`config.mk`:
```
export PLATFORM = sky130hd
export DESIGN_NAME = terminal_key_decoder_cursor
export DESIGN_NICKNAME = d
export VERILOG_FILES = /design/src/rtl/core/tkd_pkg.sv /design/src/rtl/core/tkd_front.sv /design/src/rtl/core/tkd_queue.sv /design/src/rtl/core/tkd_back.sv /design/src/rtl/core/terminal_key_decoder_cursor.sv
export SDC_FILE = /design/constraint.sdc
export NUM_CORES = 1
export LEC_CHECK = 0
export CAP_MARGIN = 20
export CORE_MARGIN = 2
export CORE_UTILIZATION = 41
export CTS_CLUSTER_DIAMETER = 50
export DETAILED_ROUTE_END_ITERATION = 6
export DONT_BUFFER_PORTS = 1
export SETUP_SLACK_MARGIN = 0.3
export SLEW_MARGIN = 20
export SYNTH_ARGS = -nofsm -noshare
export SYNTH_HDL_FRONTEND = slang
export SYNTH_SLANG_ARGS = --single-unit
```
`constraint.sdc`:
```
create_clock -name aclk -period 5.09 [get_ports aclk]
set_input_delay 0.2545 -clock aclk [delete_from_list [all_inputs] [get_ports aclk]]
set_output_delay 0.2545 -clock aclk [all_outputs]
set_load 0.01 [all_outputs]
```
`src/rtl/core/tkd_pkg.sv`:
```
// Shared types and constants of the terminal key decoder.
package tkd_pkg;

    localparam int COORD_BITS  = 12;
    localparam int KEY_BITS    = 9;
    localparam int QUEUE_DEPTH = 2;

    typedef logic [COORD_BITS-1:0] coord_t;
    typedef logic [KEY_BITS-1:0]   key_t;

    typedef enum logic [1:0] {
        PH_IDLE  = 2'd0,
        PH_ESC   = 2'd1,
        PH_ONE   = 2'd2,
        PH_DIGIT = 2'd3
    } phase_t;

    localparam logic [7:0] CH_ESC      = 8'h1B;
    localparam logic [7:0] CH_LBRACKET = 8'h5B;
    localparam logic [7:0] CH_UPPER_O  = 8'h4F;
    localparam logic [7:0] CH_TILDE    = 8'h7E;
    localparam logic [7:0] CH_CTRL     = 8'h1F;
    localparam logic [7:0] CH_LOWER_Q  = 8'h71;

    localparam key_t KEY_ESC   = 9'd27;
    localparam key_t KEY_LEFT  = 9'd256;
    localparam key_t KEY_RIGHT = 9'd257;
    localparam key_t KEY_UP    = 9'd258;
    localparam key_t KEY_DOWN  = 9'd259;
    localparam key_t KEY_DEL   = 9'd260;
    localparam key_t KEY_HOME  = 9'd261;
    localparam key_t KEY_END   = 9'd262;
    localparam key_t KEY_PGUP  = 9'd263;
    localparam key_t KEY_PGDN  = 9'd264;
    localparam key_t KEY_QUIT  = {1'b0, CH_LOWER_Q & CH_CTRL};

    localparam int ADDR_BITS = 3;
    localparam logic [0:0] REG_COLS = 1'b0;
    localparam logic [0:0] REG_ROWS = 1'b1;

    localparam coord_t COLS_RESET = 12'd80;
    localparam coord_t ROWS_RESET = 12'd24;

    typedef struct packed {
        logic valid;
        key_t key;
    } key_beat_t;

endpackage

```
`src/rtl/core/tkd_front.sv`:
```
// Front end: accepts input beats and decodes escape sequences into key codes.
module tkd_front (
    input  logic               aclk,
    input  logic               aresetn,
    input  logic               s_tvalid,
    output logic               s_tready,
    input  logic [7:0]         s_tdata,
    input  logic               s_tuser,
    input  logic               queue_full,
    output tkd_pkg::key_beat_t push
);

    tkd_pkg::phase_t phase_reg, phase_next;
    logic [7:0]      held_reg, held_next;
    logic            accept;
    logic            emit;
    tkd_pkg::key_t   key;
    logic            is_digit;

    function automatic tkd_pkg::key_t bracket_letter(input logic [7:0] b);
        tkd_pkg::key_t k;
        case (b)
            8'h41:   k = tkd_pkg::KEY_UP;
            8'h42:   k = tkd_pkg::KEY_DOWN;
            8'h43:   k = tkd_pkg::KEY_RIGHT;
            8'h44:   k = tkd_pkg::KEY_LEFT;
            8'h48:   k = tkd_pkg::KEY_HOME;
            8'h46:   k = tkd_pkg::KEY_END;
            default: k = tkd_pkg::KEY_ESC;
        endcase
        return k;
    endfunction

    function automatic tkd_pkg::key_t tilde_digit(input logic [7:0] d);
        tkd_pkg::key_t k;
        case (d)
            8'h31:   k = tkd_pkg::KEY_HOME;
            8'h33:   k = tkd_pkg::KEY_DEL;
            8'h34:   k = tkd_pkg::KEY_END;
            8'h35:   k = tkd_pkg::KEY_PGUP;
            8'h36:   k = tkd_pkg::KEY_PGDN;
            8'h37:   k = tkd_pkg::KEY_HOME;
            8'h38:   k = tkd_pkg::KEY_END;
            default: k = tkd_pkg::KEY_ESC;
        endcase
        return k;
    endfunction

    assign s_tready = !queue_full;
    assign accept   = s_tvalid && s_tready;
    assign is_digit = (s_tdata >= 8'h30) && (s_tdata <= 8'h39);

    always_comb begin
        phase_next = phase_reg;
        held_next  = held_reg;
        if (s_tuser) begin
            phase_next = tkd_pkg::PH_IDLE;
        end else begin
            case (phase_reg)
                tkd_pkg::PH_IDLE: begin
                    if (s_tdata == tkd_pkg::CH_ESC) begin
                        phase_next = tkd_pkg::PH_ESC;
                    end
                end
                tkd_pkg::PH_ESC: begin
                    held_next  = s_tdata;
                    phase_next = tkd_pkg::PH_ONE;
                end
                tkd_pkg::PH_ONE: begin
                    phase_next = tkd_pkg::PH_IDLE;
                    if (held_reg == tkd_pkg::CH_LBRACKET && is_digit) begin
                        held_next  = s_tdata;
                        phase_next = tkd_pkg::PH_DIGIT;
                    end
                end
                default: begin
                    phase_next = tkd_pkg::PH_IDLE;
                end
            endcase
        end
    end

    always_comb begin
        emit = 1'b0;
        key  = tkd_pkg::KEY_ESC;
        if (s_tuser) begin
            emit = (phase_reg != tkd_pkg::PH_IDLE);
        end else begin
            case (phase_reg)
                tkd_pkg::PH_IDLE: begin
                    emit = (s_tdata != tkd_pkg::CH_ESC);
                    key  = {1'b0, s_tdata};
                end
                tkd_pkg::PH_ESC: begin
                    emit = 1'b0;
                end
                tkd_pkg::PH_ONE: begin
                    emit = 1'b1;
                    if (held_reg == tkd_pkg::CH_LBRACKET) begin
                        emit = !is_digit;
                        key  = bracket_letter(s_tdata);
                    end else if (held_reg == tkd_pkg::CH_UPPER_O) begin
                        if (s_tdata == 8'h48) begin
                            key = tkd_pkg::KEY_HOME;
                        end else if (s_tdata == 8'h46) begin
                            key = tkd_pkg::KEY_END;
                        end
                    end
                end
                default: begin
                    emit = 1'b1;
                    if (s_tdata == tkd_pkg::CH_TILDE) begin
                        key = tilde_digit(held_reg);
                    end
                end
            endcase
        end
    end

    assign push.valid = accept && emit;
    assign push.key   = key;

    always_ff @(posedge aclk) begin
        if (!aresetn) begin
            phase_reg <= tkd_pkg::PH_IDLE;
            held_reg  <= 8'h00;
        end else if (accept) begin
            phase_reg <= phase_next;
            held_reg  <= held_next;
        end
    end

endmodule

```
`src/rtl/core/tkd_queue.sv`:
```
// Short key queue between the decoder front end and the cursor back end.
module tkd_queue (
    input  logic               aclk,
    input  logic               aresetn,
    input  tkd_pkg::key_beat_t push,
    output logic               full,
    input  logic               pop,
    output logic               out_valid,
    output tkd_pkg::key_t      out_key
);

    localparam int PTR_BITS = $clog2(tkd_pkg::QUEUE_DEPTH);
    localparam int CNT_BITS = $clog2(tkd_pkg::QUEUE_DEPTH + 1);

    tkd_pkg::key_t       mem_reg [tkd_pkg::QUEUE_DEPTH];
    logic [PTR_BITS-1:0] wr_ptr_reg, rd_ptr_reg;
    logic [CNT_BITS-1:0] count_reg, count_next;
    logic                do_pop;

    assign full      = (count_reg == CNT_BITS'(tkd_pkg::QUEUE_DEPTH));
    assign out_valid = (count_reg != '0);
    assign out_key   = mem_reg[rd_ptr_reg];
    assign do_pop    = pop && out_valid;

    always_comb begin
        count_next = count_reg;
        if (push.valid && !do_pop) begin
            count_next = count_reg + 1'b1;
        end else if (!push.valid && do_pop) begin
            count_next = count_reg - 1'b1;
        end
    end

    always_ff @(posedge aclk) begin
        if (push.valid) begin
            mem_reg[wr_ptr_reg] <= push.key;
        end
    end

    always_ff @(posedge aclk) begin
        if (!aresetn) begin
            wr_ptr_reg <= '0;
            rd_ptr_reg <= '0;
            count_reg  <= '0;
        end else begin
            count_reg <= count_next;
            if (push.valid) begin
                wr_ptr_reg <= (wr_ptr_reg == PTR_BITS'(tkd_pkg::QUEUE_DEPTH - 1))
                              ? '0 : wr_ptr_reg + 1'b1;
            end
            if (do_pop) begin
                rd_ptr_reg <= (rd_ptr_reg == PTR_BITS'(tkd_pkg::QUEUE_DEPTH - 1))
                              ? '0 : rd_ptr_reg + 1'b1;
            end
        end
    end

endmodule

```
`src/rtl/core/tkd_back.sv`:
```
// Back end: applies keys to the clamped cursor and holds the result beat.
module tkd_back (
    input  logic            aclk,
    input  logic            aresetn,
    input  tkd_pkg::coord_t screen_cols,
    input  tkd_pkg::coord_t screen_rows,
    input  logic            in_valid,
    input  tkd_pkg::key_t   in_key,
    output logic            pop,
    output logic            m_tvalid,
    input  logic            m_tready,
    output tkd_pkg::key_t   out_key,
    output tkd_pkg::coord_t out_col,
    output tkd_pkg::coord_t out_row,
    output logic            out_quit
);

    tkd_pkg::coord_t col_reg, col_next;
    tkd_pkg::coord_t row_reg, row_next;
    tkd_pkg::coord_t last_col, last_row;
    logic            valid_reg;
    tkd_pkg::key_t   key_reg;
    logic            quit_reg;

    assign last_col = (screen_cols == '0) ? '0 : screen_cols - 1'b1;
    assign last_row = (screen_rows == '0) ? '0 : screen_rows - 1'b1;
    assign pop      = in_valid && (!valid_reg || m_tready);

    always_comb begin
        col_next = col_reg;
        row_next = row_reg;
        case (in_key)
            tkd_pkg::KEY_LEFT: begin
                if (col_reg != '0) col_next = col_reg - 1'b1;
            end
            tkd_pkg::KEY_RIGHT: begin
                if (col_reg < last_col) col_next = col_reg + 1'b1;
            end
            tkd_pkg::KEY_UP: begin
                if (row_reg != '0) row_next = row_reg - 1'b1;
            end
            tkd_pkg::KEY_DOWN: begin
                if (row_reg < last_row) row_next = row_reg + 1'b1;
            end
            tkd_pkg::KEY_HOME: begin
                col_next = '0;
            end
            tkd_pkg::KEY_END: begin
                col_next = last_col;
            end
            tkd_pkg::KEY_PGUP: begin
                row_next = '0;
            end
            tkd_pkg::KEY_PGDN: begin
                if (row_reg < last_row) row_next = last_row;
            end
            default: begin
            end
        endcase
    end

    always_ff @(posedge aclk) begin
        if (!aresetn) begin
            valid_reg <= 1'b0;
            col_reg   <= '0;
            row_reg   <= '0;
        end else begin
            if (pop) begin
                valid_reg <= 1'b1;
                col_reg   <= col_next;
                row_reg   <= row_next;
            end else if (m_tready) begin
                valid_reg <= 1'b0;
            end
        end
    end

    always_ff @(posedge aclk) begin
        if (pop) begin
            key_reg  <= in_key;
            quit_reg <= (in_key == tkd_pkg::KEY_QUIT);
        end
    end

    assign m_tvalid = valid_reg;
    assign out_key  = key_reg;
    assign out_col  = col_reg;
    assign out_row  = row_reg;
    assign out_quit = quit_reg;

endmodule

```
`src/rtl/core/terminal_key_decoder_cursor.sv`:
```
// Top level of the terminal key decoder with clamped cursor.
//
// Input stream (s_): one beat per received byte or read timeout. s_tuser is
// the kind (1 = timeout), s_tdata the byte. Escape sequences ESC [ letter,
// ESC [ digit ~ and ESC O letter become special key codes; a beat that ends
// a key gives one result beat, other beats give none.
// Result stream (m_): key code, cursor column and row after the key, and the
// quit flag for Ctrl-Q. The cursor is clamped to the screen size held in the
// APB registers screen_cols (0x0) and screen_rows (0x4).
// Throughput: one input beat per cycle while s_tready is high. A key passes
// first through the two-entry key queue behind the decoder, then through the
// cursor stage output register, before its result beat appears on m_tvalid.
// When the receiver stalls, the output register holds its beat, the queue
// fills and s_tready drops once both queue entries are taken.
// Reset clears the decoder to idle, the cursor to (0,0), empties the queue
// and loads 80 columns by 24 rows.
module terminal_key_decoder_cursor (
    input  logic                           aclk,
    input  logic                           aresetn,
    input  logic                           s_tvalid,
    output logic                           s_tready,
    input  logic [7:0]                     s_tdata,   // rx_byte[7:0]
    input  logic                           s_tuser,   // kind[0]
    output logic                           m_tvalid,
    input  logic                           m_tready,
    output logic [39:0]                    m_tdata,   // key_code, cursor_col, cursor_row, pad
    output logic                           m_tuser,   // quit[0]
    input  logic                           psel,
    input  logic                           penable,
    input  logic                           pwrite,
    input  logic [tkd_pkg::ADDR_BITS-1:0]  paddr,
    input  logic [31:0]                    pwdata,
    output logic [31:0]                    prdata,
    output logic                           pready
);

    tkd_pkg::coord_t    cols_reg, rows_reg;
    tkd_pkg::key_beat_t push;
    logic               queue_full;
    logic               queue_valid;
    tkd_pkg::key_t      queue_key;
    logic               pop;
    tkd_pkg::key_t      out_key;
    tkd_pkg::coord_t    out_col, out_row;
    logic               out_quit;
    logic               cfg_write;

    assign pready    = 1'b1;
    assign cfg_write = psel && penable && pwrite && pready;

    always_ff @(posedge aclk) begin
        if (!aresetn) begin
            cols_reg <= tkd_pkg::COLS_RESET;
            rows_reg <= tkd_pkg::ROWS_RESET;
        end else if (cfg_write) begin
            if (paddr[2] == tkd_pkg::REG_COLS) begin
                cols_reg <= pwdata[tkd_pkg::COORD_BITS-1:0];
            end else begin
                rows_reg <= pwdata[tkd_pkg::COORD_BITS-1:0];
            end
        end
    end

    always_comb begin
        case (paddr[2])
            tkd_pkg::REG_COLS: prdata = {{(32 - tkd_pkg::COORD_BITS){1'b0}}, cols_reg};
            tkd_pkg::REG_ROWS: prdata = {{(32 - tkd_pkg::COORD_BITS){1'b0}}, rows_reg};
            default:           prdata = '0;
        endcase
    end

    tkd_front u_front (
        .aclk       (aclk),
        .aresetn    (aresetn),
        .s_tvalid   (s_tvalid),
        .s_tready   (s_tready),
        .s_tdata    (s_tdata),
        .s_tuser    (s_tuser),
        .queue_full (queue_full),
        .push       (push)
    );

    tkd_queue u_queue (
        .aclk      (aclk),
        .aresetn   (aresetn),
        .push      (push),
        .full      (queue_full),
        .pop       (pop),
        .out_valid (queue_valid),
        .out_key   (queue_key)
    );

    tkd_back u_back (
        .aclk        (aclk),
        .aresetn     (aresetn),
        .screen_cols (cols_reg),
        .screen_rows (rows_reg),
        .in_valid    (queue_valid),
        .in_key      (queue_key),
        .pop         (pop),
        .m_tvalid    (m_tvalid),
        .m_tready    (m_tready),
        .out_key     (out_key),
        .out_col     (out_col),
        .out_row     (out_row),
        .out_quit    (out_quit)
    );

    assign m_tdata = {7'b0, out_row, out_col, out_key};
    assign m_tuser = out_quit;

endmodule
```
==> flow_summary.toml, run 1 <==
[setup_path]
startpoint_type = "flop"
worst_ep_required_time_ns = 5.33
arrival_ns = 4.64
cp_max_fo = 15
endpoint_kind = "flop"
crit_type = "reg2reg"

[floorplanning]
rows = 47
die_area_um2 = 18100
fp.dieW_um = 135
io_pins = 127
core_um2 = 16600
start_util_pct = 42.1
die_height_um = 135

[clocking]
clkTransAtPathRegs_ns = 0.07
hold_buffers = 1
cts_resized = 0
clock_latency_ns = 0.35
numCtsBuffers = 9
cts-htree-levels = 3
cts_setup_buffers = 0
cts_tree = "yes"
cts_buffer_depth = 2
cts_root_buffer = "clkbuf_16"
cts.sinks = 92

[placement]
placed_area_um2 = 7020
routabilityCongestion = 0.898
hpwlAfterDp_um = 13100
post-place-ws_ns = 0.702
dp_cells = 968
io_buffers = 0

[run_status]
outcome = "complete, no violations"

[flow_run]
drv_cap = 0

[global_routing]
grt_overflow_total = 0
track_usage_pct = 19.1
antenna_found_initial = 0
grt_pass1_wl_um = 27700
grt_pass1_vias = 5609
grt_max_degree = 66

[yosys]
synth_ff_type = "dfxtp_1"
synth_edf_count = 28
synth.area.top_cells = "dfxtp_1 (18%), edfxtp_1 (12%), ha_1 (8.8%)"
netlist_area_um2 = 7010
synth_top_area_cell = "dfxtp_1"
yosysSeqAreaShare_pct = 30.3
yosys.cell_types.count = 87
synth_cells = 783
synth_top_area_share_pct = 18.3
async_reset_ff_share_pct = 0
yosys_register_bits = 92
avgSynthCellArea_um2 = 8.95
yosysWarnings = 0

[layout]
final_area_um2 = 7340
syn_to_final_growth_pct = 4.82
finish.utilization_pct = 44.1
instances_no_fill = 985
drive_gt1_share_pct = 8.76
largest_reg_flops = 18
layout.nets = 862
diodes = 0

[routing]
vias = 5668
viasPerCell = 5.75
post_drt_wl_per_cell_um = 17.6
first_pass_iters = 5
drt_iter0_drc = 279
drtAntennaViolNets = 0
wl_um = 17300
drc = 0

[pwr]
seqPwrFrac_pct = 46.9
power_switching_share_pct = 29.6
power_density_nw_per_um2 = 268
p_switching_mw = 0.583
combPwrFrac_pct = 17.8
pwr-share-clk_pct = 35.3
power_mw = 1.97
vdd_drop_max_mv = 0.251
intPower_mw = 1.39
leakagePower_nw = 2.81

[timing]
finalSetupViolations = 0
skew_ns = 0.00828
period_needed_ns = 4.40
rsz0062_at_grt = "no"
hold_slack_ns = 0.0198
tightestPinTransition_ns = 0.934
finalHoldViolCount = 0
fmax_mhz = 227
slew_headroom_pct = 37.5
min_period_over_period_pct = 86.4
fin_ws_ns = 0.694
finalMaxSlewViolations = 0
setup_tns_ns = 0

[min_path]
hp-class = "in2reg"
[routing by layer]
metal | global-route usage (%) | part of all wire (%) | vias to the layer above
met1 | 22.6 | 43 | 2712
met5 | 0 | 0 | -
met3 | 4.88 | 6.0 | 23
met4 | 6.61 | 1.9 | 0
met2 | 33.7 | 49 | 151
li1 | - | - | 2782
[cell type report]
type,instances,area (um2)
inverters,16,60.1
clock buffers,9,225
well taps,220,275
multi-input cells,636,4540
clock inverters,7,77.6
fillers,1604,9300
repair buffers,5,40.0
flip-flops and latches,92,2120
[worst max-delay path: stages (launching register included)]
cell      delay [ns]
dfxtp_1         0.38
or4_1           0.65
or4_1           0.48
a21oi_1         0.33
ha_1            0.31
a211oi_1        0.24
nor2_1          0.08
o221a_2         0.24
a311oi_1        0.45
o21a_1          0.73
mux2i_1         0.17
a41o_1          0.22
[cell families after synthesis]
| logic type | synth area share [%] |
|---|---|
| and+or+nand+nor | 24.1 |
| AOI/OAI and AO/OA | 17.7 |
| DFF | 30.3 |
| buffers and inverters | 6.47 |
| muxes | 8.18 |
| adders and majority gates | 9.32 |
| xor gates and xnor gates | 3.88 |
| other | 0.107 |
[power groups by stage]
stage,registers (mW),logic (mW),clock network (mW)
2_1_floorplan,0.911,0.320,0
3_3_place_gp,0.939,0.332,0
3_5_place_dp,0.942,0.346,0
4_1_cts,0.926,0.350,0.717
5_1_grt,0.932,0.390,0.741
6_report,0.924,0.351,0.696
[final timing paths]
| kind | from | endpoint | slack (ns) | cells past startpoint |
|---|---|---|---|---|
| setup / recovery | rows_reg[0]$_SDFFE_PN0P_ | u_back.out_row[11]$_SDFFE_PN0P_ | 0.69 | 11 |
| hold / removal | aresetn | u_back.out_row[9]$_SDFFE_PN0P_ | 0.02 | 2 |
| setup reg to reg | rows_reg[0]$_SDFFE_PN0P_ | u_back.out_row[11]$_SDFFE_PN0P_ | 0.69 | 11 |
| hold reg to reg | cols_reg[1]$_SDFFE_PN0P_ | cols_reg[1]$_SDFFE_PN0P_ | 0.51 | 2 |
[cells in the mapped netlist, types with 4 or more instances]
cell type  count
nor2_1        47
nor4_1        12
nor2b_1       35
dfxtp_1       64
nand3_1       12
edfxtp_1      28
mux2_2        18
or4_1          5
xnor2_1       13
mux2i_1       37
buf_4         28
nand3b_1       5
ha_1          49
a21oi_1       29
nand2_1       74
o21a_1         6
inv_1         16
or2_2          5
and2_1        14
nor3b_1        6
nor4b_1        4
o31ai_1        6
a211oi_1       4
nand2b_1      14
or3_1         11
o22ai_1       17
a21o_1        11
nand4_1        4
a21boi_0      23
clkbuf_1      27
buf_2          4
o21ai_0       23
nor3_1        18
o211a_1        5
xor2_1        18
[cell usage in the layout (no fill, tap or decap), types with 4 or more instances in the layout]
cell,n
mux2_2,18
nor2_1,47
edfxtp_1,28
nand3_1,12
xor2_1,18
o211a_1,5
or4_1,5
buf_4,4
a21o_1,11
a21boi_0,23
nand2_1,74
o22ai_1,17
xnor2_1,13
mux2i_1,37
nor2b_1,35
or3_1,11
clkbuf_16,9
conb_1,28
or2_2,5
nor3_1,18
nor3b_1,6
o21a_1,6
dfxtp_1,64
a21oi_1,29
and2_1,14
inv_1,16
o31ai_1,6
nand4_1,4
nand3b_1,5
nor4_1,12
nand2b_1,14
o21ai_0,23
a211oi_1,4
ha_1,49
Power figures use the tool's default switching activity.
==> run 2, diff against run 1 <==
REMOVE_ABC_BUFFERS = 1   (was unset)
clock period = 3.85 ns   (was 5.09 ns; I/O delays follow)
==> run 2 against run 1 <==
Compared with the run above:
- clock power increased by 21%
- sequential cell count unchanged
- power is 32% higher
- non-clock buffer count grew 54
- cell count grew 5.5%
- fmax grew 25%
- sequential share of layout area fell by 2.5 points
- count of clock-buffer cells in the layout grew 1
- largest cell class unchanged
==> flow_summary.toml, run 2 (synthesis results as in run 1) <==
[run_status]
outcome = "complete, no violations"

[placement]
routabilityCongestion = 0.898
post-place-ws_ns = 0.135
placed_area_um2 = 7220
hpwlAfterDp_um = 13200
io_buffers = 0

[clocking]
cts_tree = "yes"
cts_buffer_depth = 2
numCtsBuffers = 9
cts.sinks = 92
cts_root_buffer = "clkbuf_16"
clkTransAtPathRegs_ns = 0.07
clock_latency_ns = 0.35
cts-htree-levels = 3

[routing]
viasPerCell = 5.77
drtAntennaViolNets = 0
wl_um = 18400
drt_iter0_drc = 444
drc = 0
vias = 5993
wl_met1_um = 7810
dr.max_layer_used = "met4"
met2WireLength_um = 9000
post_drt_wl_per_cell_um = 17.7
met3_length_um = 1190
first_pass_iters = 5

[layout]
syn_to_final_growth_pct = 15.3
layout.nets = 916
diodes = 0
mostFrequentLayoutCell = "nand2_1"
layout_common_cells = "nand2_1 (72), dfxtp_1 (57), nor2_1 (45)"
drive_gt1_share_pct = 19.5
finish.utilization_pct = 48.6
final_area_um2 = 8080
largest_reg_flops = 18

[setup_path]
max_stage_delay_ns = 0.53
worstPathCellList = "inv_1 > ha_2 > or4b_4 > nor2_2 > mux2i_2 > ha_1 > and4_1 > a31o_2 > o21ai_0 > and4b_2 > a21o_1 > o221ai_1 > and3_1"
endpoint_kind = "flop"
r2r_slack_ns = 0.32
arrival_ns = 3.77
worst_ep_required_time_ns = 4.09
crit_type = "reg2reg"
startpoint_type = "flop"
cp_max_fo = 7
crit_path_top_delay_cell = "or4b_4"

[timing]
fmax_mhz = 283
fin_ws_ns = 0.322
finalSetupViolations = 0
tightestPinTransition_ns = 0.910
min_period_over_period_pct = 91.6
slew_headroom_pct = 39.1
period_needed_ns = 3.53
skew_ns = 0.0102
rsz0062_at_grt = "yes"
finalMaxSlewViolations = 0
finalHoldViolCount = 0
setup_tns_ns = 0

[global_routing]
antenna_found_initial = 0
track_usage_pct = 19.4
grt_pass1_vias = 5705
grt_overflow_total = 0
grt_pass1_wl_um = 28500
grt_max_degree = 59

[min_path]
hp-class = "in2reg"

[pwr]
combPwrFrac_pct = 21.1
power_mw = 2.61
pwr-share-clk_pct = 32.4
intPower_mw = 1.83
vdd_drop_max_mv = 0.214
power_switching_share_pct = 29.8
power_density_nw_per_um2 = 323
leakagePower_nw = 3.15
p_switching_mw = 0.779
seqPwrFrac_pct = 46.5

[floorplanning]
io_pins = 127
core_um2 = 16600
start_util_pct = 42.1
fp.dieW_um = 135
die_area_um2 = 18100
die_height_um = 135
rows = 47

[flow_run]
drv_cap = 0
## run 2: timing repair
item                                    CTS  global route
cloned                                    0             1
hold buffers                             15             0
buffers inserted                          2            12
endpoints found under the setup margin   24            24
pin swaps                                 6            19
resized for setup                        18            47
endpoints found under the hold margin    61             0
## run 2: layout make-up
cell class / instances / area (um2)
clock inverter: 6 / 46.3
sequential: 92 / 2130
tap: 220 / 275
clock buffer: 10 / 239
timing repair buffer: 59 / 543
multi-input combinational: 636 / 4780
inverter: 16 / 60.1
fill: 1537 / 8560
## run 2: final timing paths
check	startpoint	end	depth (start not counted)
setup / recovery	cols_reg[0]$_SDFFE_PN0P_	u_back.out_col[7]$_SDFFE_PN0P_	13
hold / removal	s_tdata[5]	u_front.held_reg[5]$_SDFFE_PN0P_	2
setup reg to reg	cols_reg[0]$_SDFFE_PN0P_	u_back.out_col[7]$_SDFFE_PN0P_	13
hold reg to reg	cols_reg[1]$_SDFFE_PN0P_	cols_reg[1]$_SDFFE_PN0P_	2
## run 2: worst max-delay path: cells and delay by family, from the launching register on
kind / cells / cell delay (ns)
AOI/OAI and AO/OA: 4 / 0.75
adders and majority gates: 2 / 0.49
buffers and inverters: 1 / 0.07
DFF: 1 / 0.37
muxes: 1 / 0.31
and+or+nand+nor: 5 / 1.41
## run 2: per-layer routing
metal  vias up  global-route usage (%)
met4         0                    6.14
met1      2879                    23.9
li1       2893                       -
met3        28                    4.02
met2       193                    34.0
met5         -                       0
## run 2: power groups by stage
stage               sequential [mW]  clock, mW  combinational (mW)
detailed placement             1.23          0               0.488
floorplan                      1.22          0               0.357
finish                         1.21      0.845               0.552
CTS                            1.21      0.871               0.525
global placement               1.23          0               0.474
global route                   1.23      0.899               0.606
## run 2: through the flow
stage	instances	hold slack, ns
2_1_floorplan	744	0.264
3_3_place_gp	993	0.287
3_5_place_dp	993	0.289
4_1_cts	1026	0.00836
5_1_grt	1039	0.0282
6_report	1039	0.0226
